[src/hw/rtl/mks_pkg.sv]
// Package for the matrix keypad scanner: word layouts, register indexes,
// command codes and the key map. No dependencies.
package mks_pkg;

    localparam int KEY_W   = 8;
    localparam int CFG_W   = 8;
    localparam int COL_DRV = 4;
    localparam int ROW_IN  = 4;
    localparam int IN_DW   = 8;
    localparam int OUT_DW  = 16;

    typedef logic [1:0] t_cfg_idx;
    localparam t_cfg_idx CFG_TIMEOUT = 2'd0;
    localparam t_cfg_idx CFG_SETTLE  = 2'd1;
    localparam t_cfg_idx CFG_GAP     = 2'd2;

    localparam logic CMD_TICK  = 1'b0;
    localparam logic CMD_START = 1'b1;

    localparam logic [CFG_W-1:0] SETTLE_RESET = 8'd20;
    localparam logic [CFG_W-1:0] GAP_RESET    = 8'd5;
    localparam logic [CFG_W-1:0] CNT_MAX      = 8'd255;

    localparam logic [KEY_W-1:0] KEY_NONE     = 8'd0;
    localparam logic [KEY_W-1:0] KEY_TIMEOUT  = 8'd255;
    localparam logic [KEY_W-1:0] KEY_UNMAPPED = 8'h3F;

    localparam logic [KEY_W-1:0] KEY_MAP [4][4] = '{
        '{8'h31, 8'h34, 8'h37, 8'h2A},
        '{8'h32, 8'h35, 8'h38, 8'h30},
        '{8'h33, 8'h36, 8'h39, 8'h23},
        '{8'h41, 8'h42, 8'h43, 8'h44}
    };

    function automatic logic [KEY_W-1:0] code_at(logic [3:0] col, logic [3:0] row);
        logic [KEY_W-1:0] code;
        if (col < 4'd4 && row < 4'd4) begin
            code = KEY_MAP[col[1:0]][row[1:0]];
        end else begin
            code = KEY_UNMAPPED;
        end
        return code;
    endfunction

endpackage

[src/hw/rtl/matrix_keypad_scanner_core.sv]
// Matrix keypad scanner top level: scan sequencer, config registers and
// a two-word output buffer. Depends on mks_pkg.
//
// Each input word is a 1 ms tick carrying the sampled row lines, or a start
// command. One result word comes back for every input word, one input word
// per clock unless stalled: the sequencer state advances by one step at the
// accepting edge and the result is registered straight away. s_axis_tready
// falls only when both output register and skid stage hold untaken words.
module matrix_keypad_scanner_core #(
    parameter int NUM_COLUMNS = 4,
    parameter int NUM_ROWS    = 4
) (
    input  logic                        i_clk,
    input  logic                        i_rst_n,
    input  logic                        s_axis_tvalid,
    output logic                        s_axis_tready,
    input  logic [mks_pkg::IN_DW-1:0]   s_axis_tdata,  // row_lines[3:0], zero pad
    input  logic                        s_axis_tuser,  // command
    output logic                        m_axis_tvalid,
    input  logic                        m_axis_tready,
    // column_drive[3:0], busy_res[4], done_res[5], key_code[13:6], zero pad
    output logic [mks_pkg::OUT_DW-1:0]  m_axis_tdata,
    input  logic                        i_cfg_we,
    input  mks_pkg::t_cfg_idx           i_cfg_idx,
    input  logic [mks_pkg::CFG_W-1:0]   i_cfg_data
);
    import mks_pkg::*;

    localparam int COL_W = (NUM_COLUMNS > 1) ? $clog2(NUM_COLUMNS) : 1;
    localparam int ROW_W = (NUM_ROWS > 1) ? $clog2(NUM_ROWS) : 1;
    localparam logic [COL_W-1:0] COL_LAST = COL_W'(NUM_COLUMNS - 1);
    localparam logic [ROW_W-1:0] ROW_LAST = ROW_W'(NUM_ROWS - 1);

    typedef enum logic [1:0] {
        PH_SETTLE  = 2'd0,
        PH_CHECK   = 2'd1,
        PH_RELEASE = 2'd2,
        PH_GAP     = 2'd3
    } t_phase;

    logic [CFG_W-1:0] r_timeout, r_settle, r_gap;

    logic             r_searching, n_searching;
    t_phase           r_phase, n_phase;
    logic [COL_W-1:0] r_col, n_col;
    logic [ROW_W-1:0] r_row, n_row;
    logic [CFG_W-1:0] r_tick, n_tick;
    logic [CFG_W-1:0] r_elapsed, n_elapsed;
    logic [KEY_W-1:0] r_found, n_found;

    logic             accept, out_take;
    logic             cmd;
    logic [ROW_IN-1:0] rows;
    logic [3:0]       row_ext, col_ext, n_col_ext;
    logic             pressed;
    logic [CFG_W-1:0] tick_inc;
    logic [CFG_W:0]   gap_sum;
    logic [CFG_W-1:0] elapsed_sat;
    logic             done;
    logic [KEY_W-1:0] result;
    logic [COL_DRV-1:0] col_drive;
    logic [OUT_DW-1:0] res_word;

    logic              r_m_valid, r_skid_valid;
    logic [OUT_DW-1:0] r_m_data, r_skid_data;

    assign accept   = s_axis_tvalid && s_axis_tready;
    assign out_take = r_m_valid && m_axis_tready;
    assign s_axis_tready = !r_skid_valid;
    assign m_axis_tvalid = r_m_valid;
    assign m_axis_tdata  = r_m_data;

    assign cmd      = s_axis_tuser;
    assign rows     = s_axis_tdata[ROW_IN-1:0];
    assign row_ext  = 4'(r_row);
    assign col_ext  = 4'(r_col);
    assign pressed  = (row_ext < 4'd4) && !rows[row_ext[1:0]];
    assign tick_inc = (r_tick < CNT_MAX) ? r_tick + 1'b1 : r_tick;
    assign gap_sum  = {1'b0, r_elapsed} + {1'b0, r_gap};
    assign elapsed_sat = gap_sum[CFG_W] ? CNT_MAX : gap_sum[CFG_W-1:0];

    always_comb begin
        n_searching = r_searching;
        n_phase     = r_phase;
        n_col       = r_col;
        n_row       = r_row;
        n_tick      = r_tick;
        n_elapsed   = r_elapsed;
        n_found     = r_found;
        done        = 1'b0;
        result      = KEY_NONE;
        if (cmd == CMD_START) begin
            n_searching = 1'b1;
            n_elapsed   = '0;
            n_found     = KEY_NONE;
            n_col       = '0;
            n_row       = '0;
            n_tick      = '0;
            n_phase     = PH_SETTLE;
        end else if (r_searching) begin
            unique case (r_phase)
                PH_SETTLE: begin
                    n_tick = tick_inc;
                    if (tick_inc >= r_settle) begin
                        n_tick  = '0;
                        n_row   = '0;
                        n_phase = PH_CHECK;
                    end
                end
                PH_CHECK, PH_RELEASE: begin
                    if (r_phase == PH_CHECK && pressed) begin
                        n_phase = PH_RELEASE;
                    end else if (r_phase == PH_CHECK || !pressed) begin
                        if (r_phase == PH_RELEASE) begin
                            n_found = code_at(col_ext, row_ext);
                        end
                        if (r_row != ROW_LAST) begin
                            n_row   = r_row + 1'b1;
                            n_phase = PH_CHECK;
                        end else if (r_col != COL_LAST) begin
                            n_col   = r_col + 1'b1;
                            n_row   = '0;
                            n_tick  = '0;
                            n_phase = PH_SETTLE;
                        end else begin
                            n_tick  = '0;
                            n_phase = PH_GAP;
                        end
                    end
                end
                PH_GAP: begin
                    n_tick = tick_inc;
                    if (tick_inc >= r_gap) begin
                        n_elapsed = elapsed_sat;
                        if (r_found != KEY_NONE) begin
                            done   = 1'b1;
                            result = r_found;
                        end else if (r_timeout != '0 && elapsed_sat >= r_timeout) begin
                            done   = 1'b1;
                            result = KEY_TIMEOUT;
                        end
                        if (done) begin
                            n_searching = 1'b0;
                        end
                        n_col   = '0;
                        n_row   = '0;
                        n_tick  = '0;
                        n_phase = PH_SETTLE;
                    end
                end
                default: n_phase = PH_SETTLE;
            endcase
        end
    end

    assign n_col_ext = 4'(n_col);
    assign col_drive = (n_searching && n_col_ext < 4'd4)
                     ? ~(4'b0001 << n_col_ext[1:0]) : 4'hF;
    assign res_word  = {2'b00, result, done, n_searching, col_drive};

    always_ff @(posedge i_clk) begin
        if (!i_rst_n) begin
            r_timeout   <= '0;
            r_settle    <= SETTLE_RESET;
            r_gap       <= GAP_RESET;
            r_searching <= 1'b0;
            r_phase     <= PH_SETTLE;
            r_col       <= '0;
            r_row       <= '0;
            r_tick      <= '0;
            r_elapsed   <= '0;
            r_found     <= KEY_NONE;
        end else begin
            if (i_cfg_we) begin
                case (i_cfg_idx)
                    CFG_TIMEOUT: r_timeout <= i_cfg_data;
                    CFG_SETTLE:  r_settle  <= i_cfg_data;
                    CFG_GAP:     r_gap     <= i_cfg_data;
                    default: ;
                endcase
            end
            if (accept) begin
                r_searching <= n_searching;
                r_phase     <= n_phase;
                r_col       <= n_col;
                r_row       <= n_row;
                r_tick      <= n_tick;
                r_elapsed   <= n_elapsed;
                r_found     <= n_found;
            end
        end
    end

    // output register with skid stage
    always_ff @(posedge i_clk) begin
        if (!i_rst_n) begin
            r_m_valid    <= 1'b0;
            r_skid_valid <= 1'b0;
        end else begin
            if (accept && (!r_m_valid || out_take)) begin
                r_m_valid <= 1'b1;
                r_m_data  <= res_word;
            end else if (accept) begin
                r_skid_valid <= 1'b1;
                r_skid_data  <= res_word;
            end else if (out_take) begin
                if (r_skid_valid) begin
                    r_m_data     <= r_skid_data;
                    r_skid_valid <= 1'b0;
                end else begin
                    r_m_valid <= 1'b0;
                end
            end
        end
    end

    a_skid_needs_main: assert property (@(posedge i_clk) disable iff (!i_rst_n)
        r_skid_valid |-> r_m_valid)
        else $error("skid word held with output register empty");

    a_idle_parked: assert property (@(posedge i_clk) disable iff (!i_rst_n)
        !r_searching |-> (r_phase == PH_SETTLE && r_col == '0 && r_row == '0))
        else $error("sequencer not parked while idle");

    a_done_not_busy: assert property (@(posedge i_clk) disable iff (!i_rst_n)
        (r_m_valid && r_m_data[5]) |-> !r_m_data[4])
        else $error("done word reports busy");

    a_start_searches: assert property (@(posedge i_clk) disable iff (!i_rst_n)
        (accept && cmd == CMD_START) |=> (r_searching && r_elapsed == '0))
        else $error("start command did not begin a search");

endmodule

[config.mk]
export PLATFORM = sky130hd
export DESIGN_NAME = matrix_keypad_scanner_core
export DESIGN_NICKNAME = d
export VERILOG_FILES = /design/src/hw/rtl/mks_pkg.sv /design/src/hw/rtl/matrix_keypad_scanner_core.sv
export SDC_FILE = /design/constraint.sdc
export NUM_CORES = 1
export LEC_CHECK = 0
export BUFFER_PORTS_ARGS = -buffer_cell sky130_fd_sc_hd__buf_2
export CORE_MARGIN = 10
export CORE_UTILIZATION = 43
export CTS_BUF_LIST = sky130_fd_sc_hd__clkbuf_2 sky130_fd_sc_hd__clkbuf_4 sky130_fd_sc_hd__clkbuf_8
export DETAILED_ROUTE_END_ITERATION = 16
export PLACE_DENSITY_LB_ADDON = 0.3
export REMOVE_ABC_BUFFERS = 1
export SLEW_MARGIN = 20
export SYNTH_ARGS = -nofsm -noshare
export SYNTH_HDL_FRONTEND = slang
export SYNTH_SLANG_ARGS = --single-unit
[constraint.sdc]
create_clock -name i_clk -period 4.85 [get_ports i_clk]
set_input_delay 0.97 -clock i_clk [delete_from_list [all_inputs] [get_ports i_clk]]
set_output_delay 0.97 -clock i_clk [all_outputs]
set_load 0.02 [all_outputs]
Word level (Yosys, flattened, before mapping):

Cells that the tools add are included.

* latch bits: 0
* memories: 0
* output and inout port bits: 18
* input bits: 24
* memory bits (writable): 0
* register bits after elaboration: 87
* logic and storage cells: 177
* bits in read-only memories: 0

* divide/modulo/power cells: 0
* multiply operators: 0
* reduce and logical (&&, ||, !) cells: 40
* bitwise logic cells: 4
* $lt $le $gt $ge: 10
* equality and inequality tests: 17
* mux-type cells: 86
* shift operators: 1
* add/sub/neg operators: 4

Operators by type and width (count)
* $mux W8: 28
* $bmux W32 S2: 1
* $mux W32: 2
* $mux W16: 3
* $mux W2: 22
* $ge A8 B8 Y1: 3
* $pmux W8 S3: 1
* $mux W1: 22
* $reduce_bool A2 Y1: 9
* $bmux W8 S2: 1
* $reduce_bool A8 Y1: 2
* $ne A3 B3 Y1 const B: 5
* $mux W14: 1
* $lt A2 B3 Y1 const B: 4
* $pmux W2 S3: 2
* $reduce_and A5 Y1: 2
* $add A8 B8 Y9: 1
* $add A8 B1 Y8 const B: 1
* $logic_and A1 B1 Y1: 8
* $lt A8 B8 Y1 const B: 1
* $ne A4 B4 Y1 const B: 2
* $reduce_and A2 Y1: 4
* $reduce_and A4 Y1: 2
* $reduce_and A7 Y1: 1
* other kinds (19): 34

Logic depth before layout (Yosys ltp):

Gate-level depths: netlist of run 1.

* depth after elaboration: 18
* gate-level depth with buffers: 16
* depth with buffers taken out: 15

Worst setup path after synthesis of run 1:

Ideal clock, no wire load.

* path kind: register to register
* start: register r_gap[0]
* end: register r_m_data[12], in the netlist m_axis_tdata[12], data pin
* path buffers: 1
* stages on the path, launching flop included: 17
* data required time: 4681 ps
* path slack: 1017 ps
* setup time: 169 ps
* arrival: 3664 ps
* period minus slack after synthesis: 3833 ps
* cells stage by stage: dfxtp_1 ha_1 fa_1 a21oi_1 o21bai_1 a21oi_1 o311ai_0 a21boi_0 inv_1 ha_1 o21a_1 nor2_1 nor4b_1 nor2_1 a21o_2 clkbuf_1 o31ai_1

* cells in the longest elaborated chain, start to end: 11
* elaborated cells between the ends (all ways): 12
* classes of those cells: add/sub (1); order compare (2); mux (8); reduce/logical (1)

Ends and longest elaborated chain
* start, declared: line matrix_keypad_scanner_core.sv:41 `logic [CFG_W-1:0] r_timeout, r_settle, r_gap;`
* start signal, assigned: line matrix_keypad_scanner_core.sv:178 `CFG_GAP: r_gap <= i_cfg_data;`
* $add A8 B8 Y9: line matrix_keypad_scanner_core.sv:79 `assign gap_sum = {1'b0, r_elapsed} + {1'b0, r_gap};`
* $mux W8: line matrix_keypad_scanner_core.sv:80 `assign elapsed_sat = gap_sum[CFG_W] ? CNT_MAX : gap_sum[CFG_W-1:0];`
* $ge A8 B8 Y1: line matrix_keypad_scanner_core.sv:138 `end else if (r_timeout != '0 && elapsed_sat >= r_timeout) begin`
* $logic_and A1 B1 Y1: line matrix_keypad_scanner_core.sv:138
* $mux W8: line matrix_keypad_scanner_core.sv:138
* $mux W8: line matrix_keypad_scanner_core.sv:135 `if (r_found != KEY_NONE) begin`
* $mux W8 (*): line matrix_keypad_scanner_core.sv:133 `if (tick_inc >= r_gap) begin`
* $mux W8 (*): line matrix_keypad_scanner_core.sv:101 `unique case (r_phase)`
* $mux W8 (*): line matrix_keypad_scanner_core.sv:100 `end else if (r_searching) begin`
* $mux W8 (*): line matrix_keypad_scanner_core.sv:92 `if (cmd == CMD_START) begin`
* $mux W14 (*): line matrix_keypad_scanner_core.sv:200 `if (accept && (!r_m_valid || out_take)) begin`
* end signal, assigned: line matrix_keypad_scanner_core.sv:202 `r_m_data <= res_word;`
* end signal, assigned: line matrix_keypad_scanner_core.sv:208 `r_m_data <= r_skid_data;`
* end, declared: line matrix_keypad_scanner_core.sv:65 `logic [OUT_DW-1:0] r_m_data, r_skid_data;`

Every way passes the cells marked *; elsewhere a longest branch is shown, timed or not.
A chain may end at the register's enable or synchronous reset.

Final worst setup path of run 1:

* start: register r_gap[0]
* end: register r_skid_data[2], data pin

* cells in the longest elaborated chain, start to end: 17
* elaborated cells between the ends (all ways): 25
* classes of those cells: add/sub (1); order compare (3); shift (1); mux (17); bitwise (1); reduce/logical (2)

Ends and longest elaborated chain
* $add A8 B8 Y9: line matrix_keypad_scanner_core.sv:79
* $mux W8: line matrix_keypad_scanner_core.sv:80
* $ge A8 B8 Y1: line matrix_keypad_scanner_core.sv:138
* $logic_and A1 B1 Y1: line matrix_keypad_scanner_core.sv:138
* $mux W1: line matrix_keypad_scanner_core.sv:138
* $mux W1: line matrix_keypad_scanner_core.sv:135
* $mux W1: line matrix_keypad_scanner_core.sv:133
* $mux W1: line matrix_keypad_scanner_core.sv:101
* [... 2 more ...]
* $mux W1: line matrix_keypad_scanner_core.sv:142 `if (done) begin`
* $mux W1: line matrix_keypad_scanner_core.sv:133
* $mux W1: line matrix_keypad_scanner_core.sv:101
* $mux W1: line matrix_keypad_scanner_core.sv:100
* $mux W1: line matrix_keypad_scanner_core.sv:92
* $logic_and A1 B1 Y1: line matrix_keypad_scanner_core.sv:157 `assign col_drive = (n_searching && n_col_ext < 4'd4)`
* $mux W4 (*): line matrix_keypad_scanner_core.sv:158 `? ~(4'b0001 << n_col_ext[1:0]) : 4'hF;`
* named net col_drive[2]: line matrix_keypad_scanner_core.sv:61 `logic [COL_DRV-1:0] col_drive;`
* end signal, assigned: line matrix_keypad_scanner_core.sv:205 `r_skid_data <= res_word;`
* end, declared: line matrix_keypad_scanner_core.sv:65

Mark *: on every way through the listed nets, which the timed path passes. The rest lies on a longest branch. The select of a mux whose other input is x is not followed.

==> results of run 1 <==
per-stage QoR:
| step | utilization | instance area [µm²] |
|---|---|---|
| 3_3_place_gp | 0.467 | 5360 |
| 2_1_floorplan | - | 4980 |
| 6_report | 0.484 | 5550 |
| 4_1_cts | 0.484 | 5550 |
| 5_1_grt | 0.484 | 5550 |
| 3_5_place_dp | 0.467 | 5360 |
repair_timing:
action                                  in CTS  in global routing
endpoints found under the setup margin       0                 23
hold buffers                                 0                  0
gates resized for setup                      0                  1
state kept, by name (all words and copies together), names as in the netlist:
register and flops:
r_tick 8, m_axis_tdata 14, r_elapsed 8, r_skid_data 14
r_found 7, r_phase 2, r_timeout 8, r_searching 1
m_axis_tvalid 1, r_gap 8, r_settle 8, r_row 2
r_col 2, r_skid_valid 1
routing by layer:
metal  up-vias  GRT usage  wire length, µm
met5         -          0                0
met4         0     0.0360              138
met3        17     0.0361              477
met2        62      0.220             5170
met1      1814      0.160             4960
li1       2041          -                -
final timing paths:
kind	endpoint	slack, ps	cells past startpoint
worst max-delay path	r_skid_data[2]$_DFFE_PP_	470	15
worst min-delay path	r_elapsed[6]$_SDFFE_PN0P_	470	2
worst max register to register	r_skid_data[2]$_DFFE_PP_	470	15
worst min register to register	r_elapsed[6]$_SDFFE_PN0P_	470	2
layout make-up:
cell class              count  area, µm²
fillers                  1106       5920
multi-input cells         416       2860
flip-flops and latches     84       1960
repair buffers             38        198
well taps                 143        179
inverters                  42        158
clock buffers              11        136
clock inverters             5       53.8
Yosys cell counts (3+ instances only):
cell type,n
nor2_1,60
a21boi_0,12
nand2_1,59
mux2i_1,24
o21bai_1,3
nor4_1,3
o31ai_1,9
a31oi_1,4
ha_1,44
nor3_1,5
mux2_2,4
o211ai_1,3
dfxtp_1,56
nand4_1,6
nand4b_1,3
nor2b_1,24
nand3_1,6
o21ai_0,27
o2bb2ai_1,4
a21oi_1,25
xnor2_1,6
edfxtp_1,28
a211oi_1,6
xor2_1,3
a21o_1,8
o21a_1,7
nand3b_1,5
nand2b_1,11
o22ai_1,5
inv_1,41
clkbuf_1,18
or2_2,5
power by group through the flow:
stage                     combinational (mW)  clock (mW)  sequential [mW]
after floorplan                        0.119           0            0.780
after global placement                 0.183           0            0.775
after detailed placement               0.188           0            0.776
after CTS                              0.189       0.505            0.760
after global routing                   0.213       0.530            0.763
final                                  0.187       0.487            0.760
cell families (layout without fill, tap and decap cells):
family | after synthesis | in the layout
AOI/OAI and AO/OA | 131 | 131
xor gates and xnor gates | 9 | 9
adders and majority gates | 45 | 45
buffers and inverters | 65 | 96
DFF | 84 | 84
muxes | 30 | 30
other | 1 | 2
and+or+nand+nor | 199 | 199
critical path, stage by stage (launching register included):
cell and delay, ps:
dfxtp_1 380, ha_1 210, fa_1 210, a21oi_1 90, o21bai_1 220, a21oi_1 140, o311ai_1 630, a21oi_1 220
ha_1 300, nand2b_1 140, a2111oi_0 510, nor4b_1 140, buf_4 170, o311ai_4 260, and3b_1 340, nand4_1 120
==> results by group, run 1 <==
Detailed routing
  • Post-route ant nets: 0
  • Drt first pass iters: 4
  • Via density: 5.32
  • Drt total wl: 10800 µm
  • Remaining DRCs: 0
  • Detailed-route wire length per cell: 14.5 µm
  • Vias post-DR: 3934
  • Initial DRC count: 144

Place
  • IO Port Bufs: 35
  • Post-DP HPWL: 8370 µm
  • Pre-CTS WS: 262 ps
  • Post-Place Cells: 723
  • GPL Wtd Cong: 0.857

Global route
  • Total grt overflow: 0
  • Initial antenna violation count: 0
  • Vias in the first global route: 3825
  • Largest net degree at the start of global routing: 52
  • GRT Util Overall: 0.130
  • First-pass GRT wire length: 17900 µm

Power
  • Power Total: 1.43 mW
  • Combinational cell fraction of total power: 0.130
  • Switch Pwr: 372 µW
  • Flop pwr share: 0.530
  • Power per Cell Area: 258 nW/µm²
  • Pint: 1.06 mW
  • Clock power share: 0.340
  • Switching Share: 0.260
  • Worst vdd ir: 0.000240 V
  • Leakage: 2.37 nW

STA
  • Rel. slew slack: 0.421
  • Peak Freq: 228 MHz
  • Clock skew: 9.05 ps
  • Endpoints failing setup: 0
  • Final-report hold violation count: 0
  • Hold WS: 469 ps
  • Fin crit share: 0.903
  • Pins Over Slew Limit: 0
  • Unrepaired setup endpoints after global routing: no
  • Period minus WS final: 4380 ps
  • Worst Tran Pin Value: 868 ps
  • PnR worst setup slack: 472 ps
  • TNS Setup: 0 ps

Finish
  • Antenna cell count: 0
  • Cell Count, Final, Fillers Out: 739
  • Layout cell share with drive strength beyond 1: 0.126
  • Syn-to-layout area delta: 9.45%
  • Final net count: 660
  • Commonest cells after routing, fill and taps aside: nand2_1 (59), nor2_1 (58), dfxtp_1 (56)
  • Leading cell type in the layout, fill and taps excluded: nand2_1

Synthesis
  • Yosys warns: 0
  • Post-synth ARST share: 0
  • Synth top area cells: dfxtp_1 (22%), edfxtp_1 (17%), ha_1 (11%)
  • Synth area leader: dfxtp_1
  • Largest family of logic cells by synthesized area: simple AND/OR/NAND/NOR gates
  • Post-Synth Simple-Gate Area: 0.193
  • Commonest register cell after synthesis: dfxtp_1
  • Number of enable flip-flop cells after synthesis: 28
  • Complex-gate fraction of the synthesized area: 0.177
  • Syn Area/Cell: 8.99 µm²
  • Seq/Total Area, Yosys: 0.387
  • Post-Synthesis Cells: 564
  • Synth Area in XOR/XNOR: 0.0155
  • Netlist Area Pre-Place: 5070 µm²
  • Post-Synth Adder-Cell Area: 0.113
  • Yosys top cell area share: 0.221
  • #FFs+latches synth: 84
  • Unique masters post-synth: 63
  • Post-synthesis mux area share: 0.0637

Worst hold path
  • Min-Delay Path Class: reg2reg
  • HP Start: r_elapsed[6]$_SDFFE_PN0P_

Worst setup path
  • CP arrival: 4460 ps
  • Crit Reg-Reg Startpoint: r_gap[0]$_SDFFE_PN1P_
  • Worst path required time: 4940 ps
  • CP Launch Point: r_gap[0]$_SDFFE_PN1P_
  • Crit-path max FO: 6
  • Endpoint type of the worst setup path: flop
  • CP Class: reg2reg
  • CP startpoint kind: flop

Clock network
  • CTS tree: yes
  • Htree depth: 3
  • Root buffer cell: clkbuf_8
  • Number of clock sinks: 84
  • Setup Buffers After CTS: 0
  • Clock-pin transition on the worst setup and hold timing paths: 80 ps
  • Num CTS Buffers: 9
  • Worst-skew pair later-pin latency: 360 ps
  • CTS max path bufs: 2

Floorplanning
  • Initial Utilization: 0.442
  • Site row count: 39
  • Die area: 16500 µm²
  • Die H: 129 µm
  • IO Count: 42
  • Die Span X: 129 µm
  • Core region area: 11500 µm²

Run
  • Max Cap Viol: 0

Outcome
  • Status: completed
Note: power is estimated with default switching activity, not from simulation.
==> inputs of run 2 (changes only) <==
--- a/config.mk
+++ b/config.mk
@@ -12,2 +12,3 @@
 export DETAILED_ROUTE_END_ITERATION = 16
+export GPL_TIMING_DRIVEN = 0
 export PLACE_DENSITY_LB_ADDON = 0.3
--- a/constraint.sdc
+++ b/constraint.sdc
@@ -3,2 +3,2 @@
 set_output_delay 0.97 -clock i_clk [all_outputs]
-set_load 0.02 [all_outputs]
+set_load 0.005 [all_outputs]
==> run 2 against run 1 <==
Global-route usage up 0.50 points; wire length up 1.4%; largest cell class unchanged; critical endpoint is now m_axis_tdata[10]$_DFFE_PP_; sequential power about the same; first-iteration DRC count up 24%; non-clock buffer count down 3; power down 0.37%; register-to-register slack worse by 60 ps; clock-buffer cell count down 2; combinational power down 5%; core utilization down 0.14 points; largest power group unchanged.
==> results by group, run 2 (synthesis gave the netlist of run 1 again) <==
Clock network
  • CTS max path bufs: 2 (unchanged)
  • Setup Buffers After CTS: 0 (unchanged)
  • Hold buffer count at cts: 0 (unchanged)
  • Worst-skew pair later-pin latency: 390 ps (was 360 ps)
  • Htree depth: 3 (unchanged)
  • PostCTS Resize Cnt: 0 (unchanged)
  • Number of clock sinks: 84 (unchanged)
  • Clock-pin transition on the worst setup and hold timing paths: 90 ps (was 80 ps)
  • Num CTS Buffers: 9 (unchanged)
  • CTS tree: yes (unchanged)
  • Root buffer cell: clkbuf_8 (unchanged)

Worst setup path
  • CP startpoint kind: flop (unchanged)
  • Worst path bufs/invs: 1 (unchanged)
  • Endpoint type of the worst setup path: flop (unchanged)
  • CP Class: reg2reg (unchanged)
  • Crit Reg-Reg Startpoint: r_gap[0]$_SDFFE_PN1P_ (unchanged)
  • CP delay by family, top: compound AO/OA/AOI/OAI gates (unchanged)
  • CP arrival: 4640 ps (was 4460 ps)
  • R2R setup slack: 410 ps (was 470 ps)
  • Largest stage delay, worst path: 780 ps (was 630 ps)
  • Critical path's slowest cell: nor4b_1 (was o311ai_1)
  • Crit-path cells: ha_1 -> fa_1 -> a21oi_1 -> o21bai_1 -> a21oi_1 -> o311ai_1 -> a21boi_0 -> inv_1 -> ha_1 -> o21a_1 -> nor2_1 -> nor4b_1 -> nor2_1 -> a21o_2 -> o31ai_1 (was ha_1 -> fa_1 -> a21oi_1 -> o21bai_1 -> a21oi_1 -> o311ai_1 -> a21oi_1 -> ha_1 -> nand2b_1 -> a2111oi_0 -> nor4b_1 -> buf_4 -> o311ai_4 -> and3b_1 -> nand4_1)
  • Reg2reg path depth: 15 (unchanged)
  • Worst path required time: 5060 ps (was 4940 ps)
  • Crit-path max FO: 16 (was 6)
  • Crit Reg-Reg Endpoint: m_axis_tdata[10]$_DFFE_PP_ (was r_skid_data[2]$_DFFE_PP_)

Floorplanning
  • Die Span X: 129 µm (unchanged)
  • Site row count: 39 (unchanged)
  • IO Count: 42 (unchanged)
  • Die area: 16500 µm² (unchanged)
  • Initial Utilization: 0.442 (unchanged)
  • Core region area: 11500 µm² (unchanged)
  • Die H: 129 µm (unchanged)

Finish
  • Layout cell share with drive strength beyond 1: 0.123 (was 0.126)
  • Antenna cell count: 0 (unchanged)
  • Syn-to-layout area delta: 9.13% (was 9.45%)
  • Design Area, Final: 5530 µm² (was 5550 µm²)
  • Final net count: 657 (was 660)
  • Commonest cells after routing, fill and taps aside: nand2_1 (59), nor2_1 (58), dfxtp_1 (56) (unchanged)
  • Cell Count, Final, Fillers Out: 736 (was 739)
  • Leading cell type in the layout, fill and taps excluded: nand2_1 (unchanged)

Detailed routing
  • Initial DRC count: 178 (was 144)
  • Drt total wl: 10900 µm (was 10800 µm)
  • Drt first pass iters: 4 (unchanged)
  • Post-route ant nets: 0 (unchanged)
  • Remaining DRCs: 0 (unchanged)
  • Detailed-route wire length per cell: 14.8 µm (was 14.5 µm)
  • Vias post-DR: 3956 (was 3934)
  • Via density: 5.38 (was 5.32)

Worst hold path
  • HP Start: r_elapsed[7]$_SDFFE_PN0P_ (was r_elapsed[6]$_SDFFE_PN0P_)
  • Hold path endpoint: r_elapsed[7]$_SDFFE_PN0P_ (was r_elapsed[6]$_SDFFE_PN0P_)
  • Min-Delay Path Class: reg2reg (unchanged)
  • Hold Crit Depth: 2 (unchanged)

Power
  • Worst vdd ir: 0.000198 V (was 0.000240 V)
  • Power Total: 1.43 mW (about the same)
  • Leakage: 2.34 nW (was 2.37 nW)
  • Power per Cell Area: 258 nW/µm² (about the same)

STA
  • Clock skew: 14.3 ps (was 9.05 ps)
  • Worst Tran Pin Value: 896 ps (was 868 ps)
  • Period minus WS final: 4440 ps (was 4380 ps)
  • Endpoints failing setup: 0 (unchanged)
  • Rel. slew slack: 0.394 (was 0.421)
  • Pins Over Slew Limit: 0 (unchanged)
  • TNS Setup: 0 ps (unchanged)
  • Final-report hold violation count: 0 (unchanged)
  • Peak Freq: 225 MHz (was 228 MHz)
  • Unrepaired setup endpoints after global routing: no (unchanged)
  • Fin crit share: 0.915 (was 0.903)

Place
  • Post-Place Cells: 720 (was 723)
  • Post-DP HPWL: 8350 µm (was 8370 µm)
  • IO Port Bufs: 35 (unchanged)
  • GPL Wtd Cong: 0.822 (was 0.857)
  • DP Area: 5340 µm² (was 5360 µm²)

Global route
  • Largest net degree at the start of global routing: 56 (was 52)
  • Vias in the first global route: 3943 (was 3825)
  • Initial antenna violation count: 0 (unchanged)
  • Total grt overflow: 0 (unchanged)
  • First-pass GRT wire length: 18500 µm (was 17900 µm)
  • GRT Util Overall: 0.135 (was 0.130)

Run
  • Max Cap Viol: 0 (unchanged)

Outcome
  • Status: completed (unchanged)
run 2: where the power goes:
group          total (mW)  leakage (nW)  switching (mW)  internal [mW]
logic               0.177          1.51           0.106         0.0709
clock network       0.491        0.0936           0.294          0.197
registers           0.760         0.736          0.0154          0.745
run 2: final cells by class:
class / count / area [µm²]
fill: 1091 / 5930
multi-input combinational: 416 / 2870
sequential: 84 / 1960
tap: 143 / 179
timing repair buffer: 35 / 175
inverter: 42 / 158
clock buffer: 9 / 124
clock inverter: 7 / 67.6
run 2: metrics by stage:
step / setup slack (ps) / hold WS [ps] / utilization
finish: 411 / 461 / 0.483
CTS: 102 / 468 / 0.482
global placement: 179 / 442 / 0.465
detailed placement: 157 / 455 / 0.465
floorplan: 1100 / 433 / -
global route: 4.69 / 485 / 0.483
run 2: per-layer routing:
metal	global-route usage	vias up	routed length, µm
li1	-	2034	-
met1	0.165	1846	5030
met2	0.227	61	5180
met3	0.0357	15	532
met4	0.0445	0	161
met5	0	-	0
run 2: worst max path at each step:
stage,to,startpoint,cells past startpoint
CTS,m_axis_tdata[10]$_DFFE_PP_,r_gap[0]$_SDFFE_PN1P_,15
finish,m_axis_tdata[10]$_DFFE_PP_,r_gap[0]$_SDFFE_PN1P_,15
floorplan,m_axis_tdata[4]$_DFFE_PP_,r_gap[0]$_SDFFE_PN1P_,15
global route,m_axis_tdata[8]$_DFFE_PP_,r_gap[0]$_SDFFE_PN1P_,15
global placement,m_axis_tdata[12]$_DFFE_PP_,r_gap[0]$_SDFFE_PN1P_,15
detailed placement,m_axis_tdata[10]$_DFFE_PP_,r_gap[0]$_SDFFE_PN1P_,15
run 2: worst min-delay path, delay by kind of cell (launching register included):
family / cells / cell delay, ps
DFF: 1 / 320
AOI/OAI and AO/OA: 1 / 50
and+or+nand+nor: 1 / 50
==> inputs of run 3 (changes only) <==
- ABC_AREA: default -> 1
==> run 3 against run 2 <==
Critical path depth up 4; critical endpoint is now m_axis_tdata[5]$_DFFE_PP_; largest cell class unchanged; power is 5.3% higher; global-route usage is 0.23 points higher.
==> results by group, run 3 <==
Finish
  • Leading cell type in the layout, fill and taps excluded: nand2_1 (unchanged)
  • Layout cell share with drive strength beyond 1: 0.102 (was 0.123)
  • Final net count: 748 (was 657)
  • Antenna cell count: 0 (unchanged)
  • Fill cell count: 1126 (was 1091)
  • Syn-to-layout area delta: 9.46% (was 9.13%)
  • Commonest cells after routing, fill and taps aside: nand2_1 (130), inv_1 (84), nor2_1 (68) (was nand2_1 (59), nor2_1 (58), dfxtp_1 (56))

Global route
  • Initial antenna violation count: 0 (unchanged)
  • First-pass GRT wire length: 18600 µm (was 18500 µm)
  • GRT Util Overall: 0.138 (was 0.135)
  • Largest net degree at the start of global routing: 38 (was 56)
  • Vias in the first global route: 4052 (was 3943)
  • Total grt overflow: 0 (unchanged)

Floorplanning
  • Die H: 127 µm (was 129 µm)
  • IO Count: 42 (unchanged)
  • Die area: 16200 µm² (was 16500 µm²)
  • Die Span X: 127 µm (was 129 µm)
  • Core region area: 11400 µm² (was 11500 µm²)
  • Initial Utilization: 0.436 (was 0.442)
  • Site row count: 39 (unchanged)

Detailed routing
  • Drt total wl: 11000 µm (was 10900 µm)
  • Drt first pass iters: 5 (was 4)
  • Via density: 5.17 (was 5.38)
  • Detailed-route wire length per cell: 13.4 µm (was 14.8 µm)
  • Initial DRC count: 312 (was 178)
  • Remaining DRCs: 0 (unchanged)
  • Vias post-DR: 4276 (was 3956)
  • Post-route ant nets: 0 (unchanged)

Power
  • Power Total: 1.50 mW (was 1.43 mW)
  • Power per Cell Area: 277 nW/µm² (was 258 nW/µm²)
  • Worst vdd ir: 0.000142 V (was 0.000198 V)
  • Leakage: 2.49 nW (was 2.34 nW)

STA
  • Period minus WS final: 3850 ps (was 4440 ps)
  • Worst Tran Pin Value: 980 ps (was 896 ps)
  • PnR worst setup slack: 1000 ps (was 411 ps)
  • Fin crit share: 0.793 (was 0.915)
  • Final-report hold violation count: 0 (unchanged)
  • Pins Over Slew Limit: 0 (unchanged)
  • Peak Freq: 260 MHz (was 225 MHz)
  • Clock skew: 14.4 ps (was 14.3 ps)
  • Unrepaired setup endpoints after global routing: no (unchanged)
  • Rel. slew slack: 0.345 (was 0.394)
  • Endpoints failing setup: 0 (unchanged)
  • TNS Setup: 0 ps (unchanged)

Worst setup path
  • Crit Reg-Reg Endpoint: m_axis_tdata[5]$_DFFE_PP_ (was m_axis_tdata[10]$_DFFE_PP_)
  • CP arrival: 4070 ps (was 4640 ps)
  • Worst path required time: 5070 ps (was 5060 ps)
  • Endpoint type of the worst setup path: flop (unchanged)
  • Crit-path max FO: 11 (was 16)
  • CP startpoint kind: flop (unchanged)
  • CP Class: reg2reg (unchanged)
  • R2R setup slack: 1000 ps (was 410 ps)
  • Reg2reg path depth: 19 (was 15)
  • Crit Reg-Reg Startpoint: r_tick[0]$_SDFFE_PN0P_ (was r_gap[0]$_SDFFE_PN1P_)

Synthesis
  • Number of enable flip-flop cells after synthesis: 28 (unchanged)
  • #FFs+latches synth: 84 (unchanged)
  • Synth area leader: dfxtp_1 (unchanged)
  • Synth top area cells: dfxtp_1 (23%), edfxtp_1 (17%), ha_1 (11%) (was dfxtp_1 (22%), edfxtp_1 (17%), ha_1 (11%))
  • Netlist Area Pre-Place: 4960 µm² (was 5070 µm²)
  • Yosys top cell area share: 0.226 (was 0.221)
  • Seq/Total Area, Yosys: 0.396 (was 0.387)
  • Commonest register cell after synthesis: dfxtp_1 (unchanged)
  • Syn Area/Cell: 7.64 µm² (was 8.99 µm²)
  • Post-Synthesis Cells: 649 (was 564)
  • Yosys warns: 0 (unchanged)
  • Unique masters post-synth: 46 (was 63)
  • Cell with the most instances after synthesis: nand2_1 (was nor2_1)
  • Post-synth ARST share: 0 (unchanged)
  • Most frequent cells after synthesis: nand2_1 (130), inv_1 (84), nor2_1 (69) (was nor2_1 (60), nand2_1 (59), dfxtp_1 (56))

Clock network
  • Hold buffer count at cts: 0 (unchanged)
  • Htree depth: 3 (unchanged)
  • Setup Buffers After CTS: 0 (unchanged)
  • Number of clock sinks: 84 (unchanged)
  • Clock-pin transition on the worst setup and hold timing paths: 100 ps (was 90 ps)
  • Worst-skew pair later-pin latency: 380 ps (was 390 ps)
  • PostCTS Resize Cnt: 0 (unchanged)
  • Root buffer cell: clkbuf_8 (unchanged)
  • CTS tree: yes (unchanged)
  • Num CTS Buffers: 9 (unchanged)
  • CTS max path bufs: 2 (unchanged)

Worst hold path
  • Min-Delay Path Class: reg2reg (unchanged)
  • Hold path endpoint: r_settle[1]$_SDFFE_PN0P_ (was r_elapsed[7]$_SDFFE_PN0P_)
  • Hold Crit Depth: 2 (unchanged)
  • HP Start: r_settle[1]$_SDFFE_PN0P_ (was r_elapsed[7]$_SDFFE_PN0P_)

Place
  • GPL Wtd Cong: 0.853 (was 0.822)
  • Pre-CTS WS: 992 ps (was 157 ps)
  • Post-DP HPWL: 8490 µm (was 8350 µm)
  • IO Port Bufs: 35 (unchanged)

Outcome
  • Status: completed (unchanged)

Run
  • Max Cap Viol: 0 (unchanged)
[run 3: cell count changes in the layout (fill, tap and decap cells not counted), sizes merged, moves of 12 or more]
cell and delta:
a21boi -12, a21oi +39, inv +47, mux2i -24, nand2 +75, nand3 +41, nor2 +12, nor2b -24
o21ai +15
[run 3: routing by layer]
metal / vias to the layer above / GRT usage / wire length [µm]
met5: - / 0 / 0
met4: 0 / 0.0476 / 187
met3: 15 / 0.0352 / 443
met2: 78 / 0.236 / 5390
met1: 1968 / 0.163 / 5020
li1: 2215 / - / -
[run 3: final cells by class]
cell class	instances	area, µm²	area share
sequential	84	1960	0.361
tap	143	179	0.0330
clock inverter	7	65.1	0.0120
inverter	88	337	0.0620
clock buffer	9	124	0.0228
multi-input combinational	461	2590	0.477
timing repair buffer	35	175	0.0323
[run 3: through the flow]
stage | util | hold WS [ps] | instances | cell area [µm²]
3_3_place_gp | 0.460 | 449 | 811 | 5230
3_5_place_dp | 0.461 | 457 | 811 | 5240
4_1_cts | 0.477 | 470 | 827 | 5430
6_report | 0.477 | 471 | 827 | 5430
2_1_floorplan | - | 435 | 633 | 4880
5_1_grt | 0.477 | 494 | 827 | 5430
[run 3: cells by family (layout without fill, tap and decap cells)]
logic type	count (synthesis)	in the layout	share of synthesized area
AND/OR/NAND/NOR	282	282	0.253
AO/OA/AOI/OAI	125	125	0.138
buffers and inverters	105	139	0.0853
flip-flops	84	84	0.396
adder cells (fa/ha/maj)	45	45	0.115
XOR/XNOR	7	7	0.0124
other	1	2	0.000756
[run 3: how the worst max path moves through the flow]
stage / from / to / slack, ps / depth (start not counted)
5_1_grt: r_tick[0]$_SDFFE_PN0P_ / m_axis_tdata[5]$_DFFE_PP_ / 480 / 19
3_5_place_dp: r_tick[0]$_SDFFE_PN0P_ / m_axis_tdata[5]$_DFFE_PP_ / 990 / 19
2_1_floorplan: r_tick[0]$_SDFFE_PN0P_ / m_axis_tdata[5]$_DFFE_PP_ / 1740 / 19
6_report: r_tick[0]$_SDFFE_PN0P_ / m_axis_tdata[5]$_DFFE_PP_ / 1000 / 19
4_1_cts: r_tick[0]$_SDFFE_PN0P_ / m_axis_tdata[5]$_DFFE_PP_ / 970 / 19
3_3_place_gp: s_axis_tvalid / m_axis_tdata[4]$_DFFE_PP_ / 990 / 5
[run 3: critical path, stage by stage, from the launching register on]
cell,delay [ps]
dfxtp_1,400
ha_1,220
nand2_1,100
nor2_1,100
nand3_1,90
nor2_1,270
inv_1,160
nand2_1,90
nand2_1,100
ha_1,310
nand2_1,50
nand3_1,70
nand2_1,50
nand2_1,60
nand2_1,110
a21boi_1,760
nand2_1,250
nor2_4,260
inv_2,120
o21ai_1,150
[run 3: report_power, final]
part           leakage (nW)  total (mW)  switching (mW)  internal [mW]
combinational          1.66       0.240           0.158         0.0818
clock                0.0947       0.492           0.293          0.199
sequential            0.739       0.772          0.0194          0.752
